$ cat config.mk
export PLATFORM = sky130hd
export DESIGN_NAME = kat_cell
export DESIGN_NICKNAME = d
export VERILOG_FILES = /design/src/kat_pkg.sv /design/src/kat_cell.sv
export SDC_FILE = /design/constraint.sdc
export NUM_CORES = 1
export LEC_CHECK = 0
export ABC_AREA = 0
export BUFFER_PORTS_ARGS = -buffer_cell sky130_fd_sc_hd__buf_2
export CAP_MARGIN = 30
export CORE_AREA = 2 2 316 318
export DETAILED_ROUTE_END_ITERATION = 6
export DIE_AREA = 0 0 318 320
export GPL_ROUTABILITY_DRIVEN = 1
export SETUP_SLACK_MARGIN = 0.4
export SYNTH_ARGS = -nofsm -noshare
export SYNTH_HDL_FRONTEND = slang
export SYNTH_SLANG_ARGS = --single-unit
$ cat constraint.sdc
create_clock -name clk -period 4.12 [get_ports clk]
set_input_delay 0.824 -clock clk [delete_from_list [all_inputs] [get_ports clk]]
set_output_delay 0.824 -clock clk [all_outputs]
set_load 0.02 [all_outputs]
$ cat src/kat_pkg.sv
// Shared types and codes for the keyed activity table.
package kat_pkg;

    localparam int KEY_BITS = 128;

    localparam logic [1:0] KIND_ADD    = 2'd0;
    localparam logic [1:0] KIND_REMOVE = 2'd1;
    localparam logic [1:0] KIND_QUERY  = 2'd2;

    localparam logic [2:0] ST_EMPTY       = 3'd0;
    localparam logic [2:0] ST_REACTIVATED = 3'd1;
    localparam logic [2:0] ST_ACTIVE      = 3'd2;
    localparam logic [2:0] ST_STALE       = 3'd3;
    localparam logic [2:0] ST_EVICTED     = 3'd4;

    typedef struct packed {
        logic [1:0]  kind;
        logic [63:0] key_high;
        logic [63:0] key_low;
        logic [31:0] now;
    } kat_cmd_t;

    typedef struct packed {
        logic [2:0]  add_status;
        logic        found;
        logic [3:0]  slot;
        logic        old_key_valid;
        logic [63:0] old_key_high;
        logic [63:0] old_key_low;
    } kat_rsp_t;

    // Flags that travel with the scan token from cell to cell.
    typedef struct packed {
        logic       valid;
        logic       done;
        logic       vic_valid;
        logic       found;
        logic       old_key_valid;
        logic [2:0] status;
    } scan_flags_t;

endpackage

$ cat src/kat_cell.sv
// One table entry with its stage of the scan chain.
module kat_cell #(
    parameter int IDX        = 0,
    parameter int IDX_W      = 4,
    parameter int STAMP_BITS = 32
) (
    input  logic                      clk,
    input  logic                      rst_n,
    input  kat_pkg::kat_cmd_t         cmd,
    input  logic [STAMP_BITS-1:0]     stamp_in,
    input  logic                      evict_en,
    input  logic [IDX_W-1:0]          evict_idx,
    input  kat_pkg::scan_flags_t      flags_in,
    input  logic [IDX_W-1:0]          slot_in,
    input  logic [kat_pkg::KEY_BITS-1:0] old_key_in,
    input  logic [IDX_W-1:0]          vic_idx_in,
    input  logic [STAMP_BITS-1:0]     vic_stamp_in,
    input  logic [kat_pkg::KEY_BITS-1:0] vic_key_in,
    output kat_pkg::scan_flags_t      flags_out,
    output logic [IDX_W-1:0]          slot_out,
    output logic [kat_pkg::KEY_BITS-1:0] old_key_out,
    output logic [IDX_W-1:0]          vic_idx_out,
    output logic [STAMP_BITS-1:0]     vic_stamp_out,
    output logic [kat_pkg::KEY_BITS-1:0] vic_key_out
);
    import kat_pkg::*;

    localparam logic [IDX_W-1:0] MY_IDX = IDX_W'(IDX);

    logic                  present_reg, present_next;
    logic                  active_reg, active_next;
    logic [KEY_BITS-1:0]   key_reg, key_next;
    logic [STAMP_BITS-1:0] stamp_reg, stamp_next;

    scan_flags_t           flags_reg, flags_next;
    logic [IDX_W-1:0]      slot_reg, slot_next;
    logic [KEY_BITS-1:0]   old_key_reg, old_key_next;
    logic [IDX_W-1:0]      vic_idx_reg, vic_idx_next;
    logic [STAMP_BITS-1:0] vic_stamp_reg, vic_stamp_next;
    logic [KEY_BITS-1:0]   vic_key_reg, vic_key_next;

    logic [KEY_BITS-1:0]   cmd_key;
    logic                  hit;

    assign cmd_key = {cmd.key_high, cmd.key_low};
    assign hit     = present_reg && (key_reg == cmd_key);

    always_comb
    begin
        flags_next     = flags_in;
        slot_next      = slot_in;
        old_key_next   = old_key_in;
        vic_idx_next   = vic_idx_in;
        vic_stamp_next = vic_stamp_in;
        vic_key_next   = vic_key_in;
        present_next   = present_reg;
        active_next    = active_reg;
        key_next       = key_reg;
        stamp_next     = stamp_reg;

        if (flags_in.valid && !flags_in.done)
        begin
            case (cmd.kind)
                KIND_ADD:
                begin
                    if (hit)
                    begin
                        flags_next.status = active_reg ? ST_ACTIVE : ST_REACTIVATED;
                        flags_next.done   = 1'b1;
                        slot_next         = MY_IDX;
                        active_next       = 1'b1;
                        stamp_next        = stamp_in;
                    end
                    else if (!active_reg)
                    begin
                        // Take over a free entry; report the stale key it held.
                        flags_next.status        = present_reg ? ST_STALE : ST_EMPTY;
                        flags_next.old_key_valid = present_reg;
                        flags_next.done          = 1'b1;
                        if (present_reg)
                        begin
                            old_key_next = key_reg;
                        end
                        slot_next    = MY_IDX;
                        present_next = 1'b1;
                        active_next  = 1'b1;
                        key_next     = cmd_key;
                        stamp_next   = stamp_in;
                    end
                    else if (!flags_in.vic_valid || (stamp_reg < vic_stamp_in))
                    begin
                        flags_next.vic_valid = 1'b1;
                        vic_idx_next         = MY_IDX;
                        vic_stamp_next       = stamp_reg;
                        vic_key_next         = key_reg;
                    end
                end
                KIND_REMOVE, KIND_QUERY:
                begin
                    if (active_reg && hit)
                    begin
                        flags_next.found = 1'b1;
                        flags_next.done  = 1'b1;
                        slot_next        = MY_IDX;
                        if (cmd.kind == KIND_REMOVE)
                        begin
                            active_next = 1'b0;
                        end
                    end
                end
                default:
                begin
                    flags_next.done = 1'b1;
                end
            endcase
        end

        if (evict_en && (evict_idx == MY_IDX))
        begin
            present_next = 1'b1;
            active_next  = 1'b1;
            key_next     = cmd_key;
            stamp_next   = stamp_in;
        end
    end

    always_ff @(posedge clk or negedge rst_n)
    begin
        if (!rst_n)
        begin
            present_reg <= 1'b0;
            active_reg  <= 1'b0;
            stamp_reg   <= '0;
            flags_reg   <= '0;
        end
        else
        begin
            present_reg <= present_next;
            active_reg  <= active_next;
            stamp_reg   <= stamp_next;
            flags_reg   <= flags_next;
        end
    end

    always_ff @(posedge clk)
    begin
        key_reg       <= key_next;
        slot_reg      <= slot_next;
        old_key_reg   <= old_key_next;
        vic_idx_reg   <= vic_idx_next;
        vic_stamp_reg <= vic_stamp_next;
        vic_key_reg   <= vic_key_next;
    end

    assign flags_out     = flags_reg;
    assign slot_out      = slot_reg;
    assign old_key_out   = old_key_reg;
    assign vic_idx_out   = vic_idx_reg;
    assign vic_stamp_out = vic_stamp_reg;
    assign vic_key_out   = vic_key_reg;

endmodule

==> qor.txt <==
Outcome -> completed
Peak supply drop -> 0.000297 V
Clock buffer count from CTS -> 55
CP arrival -> 4.10 ns
Overflow after GRT -> 0
Total Routing Usage GR -> 0.130
Fmax achieved -> 0.278 GHz
Final setup viols -> 0
Wire length per cell -> 20.6 µm
Worst-path clk slew -> 0.06 ns
Reg2reg end -> stamp_reg[11]
DR vias/cell -> 3.71
Max_cap viols -> 0
Grt met1 use -> 0.151
Post-route ant nets -> 0
Crit path max fanout -> 24
EDFF count, synth -> 128
Commonest non-fill, non-tap cell in the layout -> buf_2
Largest area contributor in the netlist -> dfxtp_1
R2r setup slk -> 0.53 ns
Synth Instances -> 1154
Final Max Tran Viols -> 0
Most frequent cells in the layout -> buf_2, dfxtp_1, mux2_4, xor2_1, edfxtp_1
Async S/R FF share, synth -> 0.0901
Multi-input gate area -> 0.00706 mm²
Antenna violations before repair -> 10
Yosys cell types -> 47
CP Launch Type -> register
Post-synthesis sequential area ratio -> 0.589
Busiest grt layer -> met2
Pleak -> 12.3 nW
Post-Syn Nets -> 1693
Crit Path Class -> register to register
Slew @ Worst Pin -> 0.905 ns
Clock latency on the worst-skew pair -> 0.64 ns
Initial Util -> 0.188
Dpl hpwl -> 56.6 mm
Data required, critical path -> 4.63 ns
Vias in the first global route -> 13.0k
DRT Wirelength -> 69.1 mm
Syn_area_per_cell -> 15.9 µm²
DRC violations left -> 0
Dpl ws -> -0.0483 ns
I/O pins -> 809
YS warnings -> 0
CTS Root Cell -> clkbuf_16
DR vias -> 12.5k
R2R Path Start -> key_reg[82]
Met2 usage -> 0.220
Post-route cell area -> 0.0261 mm²
Final core utilization -> 0.267
Fin crit period -> 3.59 ns
Drt initial violations -> 685
Share of the synthesized area in the top cell type -> 0.322
Worst hold path class -> input pin to asynchronous set/reset pin
PortBufs -> 776
Horizontal die dimension -> 318 µm
Drt pass-1 iters -> 4
Worst Setup End Kind -> register
Die area -> 0.102 mm²
Placed cell area -> 0.0241 mm²
Register area -> 0.0108 mm²
Final Wtd Congestion -> 0.843
Period utilization -> 0.872
Clock sink count -> 466
Power per standard cell area -> 459 mW/mm²
Largest net degree at the start of global routing -> 60
First-pass GRT wire length -> 94.4 mm
Fin. Hold Viols -> 0
TritonCTS clock tree -> yes
Htree depth -> 2
Worst slew margin -> 0.396
Ys flop type -> dfxtp_1
Top post-synthesis cells by area -> dfxtp_1, mux2_4, edfxtp_1, xor2_1, dfrtp_1
RSZ-0062 raised after global routing -> false
Core Area -> 0.0980 mm²
Tot Pwr -> 12.0 mW
Met3 GRT Util -> 0.0484
Final #Nets -> 2561
Die Ht -> 320 µm
Setup bufs post-CTS -> 0
Share of layout cells above drive strength 1 -> 0.612
R2r worst-path depth -> 10
Longest Clk Path Bufs -> 3
Core Rows -> 115
Min setup slack post-route -> 0.528 ns
Clock skew -> 0.0229 ns
Area delta synth->final -> 42.2%
Yosys reg bits -> 466
Mapped cell area -> 0.0184 mm²
Number of fill cells -> 10.1k
Setup TNS -> 0 ns
## stage by stage
stage               hold slack (ns)  instances
floorplan                     0.485       1154
finish                        0.319       3361
CTS                           0.272       3356
global placement              0.513       3250
global route                  0.296       3356
detailed placement            0.520       3252
## routing by layer
layer / vias up / part of all wire / routed length (µm)
li1: 5871 / - / -
met1: 5924 / 0.40 / 27400
met2: 566 / 0.48 / 33000
met3: 109 / 0.095 / 6560
met4: 10 / 0.029 / 2030
met5: - / 0.00098 / 68
## Yosys cell counts, drive strengths merged (7+ instances only)
library cell	number
mux2	320
dfxtp	296
edfxtp	128
xor2	128
dfrtp	42
buf	35
nor4	35
ha	34
inv	34
nand2	17
nand4	11
a21o	9
nor2	8
o21ai	8
a21oi	7
nand3	7
## how the worst max path moves through the flow
stage	end	start
after floorplan	present_reg	cmd[56]
after global placement	vic_key_out[86]	cmd[68]
after detailed placement	vic_key_out[38]	cmd[101]
after CTS	vic_key_out[0]	key_reg[16]
after global routing	stamp_reg[11]	key_reg[104]
final	stamp_reg[11]	key_reg[82]
## kinds of logic after synthesis
family | synth area share
multiplexers | 0.250
AND/OR/NAND/NOR | 0.0300
AO/OA/AOI/OAI | 0.0170
buffers and inverters | 0.0299
XOR/XNOR | 0.0610
adder cells (fa/ha/maj) | 0.0231
flip-flops | 0.589
## where the power goes
| group | leakage, nW | internal (mW) | switching [mW] |
|---|---|---|---|
| Combinational | 7.15 | 0.801 | 0.825 |
| Sequential | 4.15 | 5.04 | 0.181 |
| Clock | 0.961 | 3.06 | 2.10 |
## repair_timing
item	in CTS	in global routing
endpoints found under the hold margin	0	0
gates resized for setup	1	2
endpoints found under the setup margin	148	6
hold buffers	0	0
pin swaps	1	0
## critical path, cell delays in order, from the launching register on
cell and delay, ns:
edfxtp_1 0.49, xor2_1 0.18, nor4_1 0.71, nand4_1 0.41, nor4_2 0.37, buf_4 0.19
a31oi_1 0.16, buf_4 0.21, o21ai_4 0.15, buf_12 0.21, mux2_2 0.36
## area by class of cell
| class | count | area share |
|---|---|---|
| flip-flops and latches | 466 | 0.414 |
| clock inverters | 17 | 0.00838 |
| diodes | 5 | 0.000479 |
| clock buffers | 87 | 0.0667 |
| multi-input cells | 618 | 0.270 |
| well taps | 1287 | 0.0616 |
| inverters | 34 | 0.00488 |
| repair buffers | 847 | 0.174 |
No activity file was read; power rests on OpenSTA's default activity.
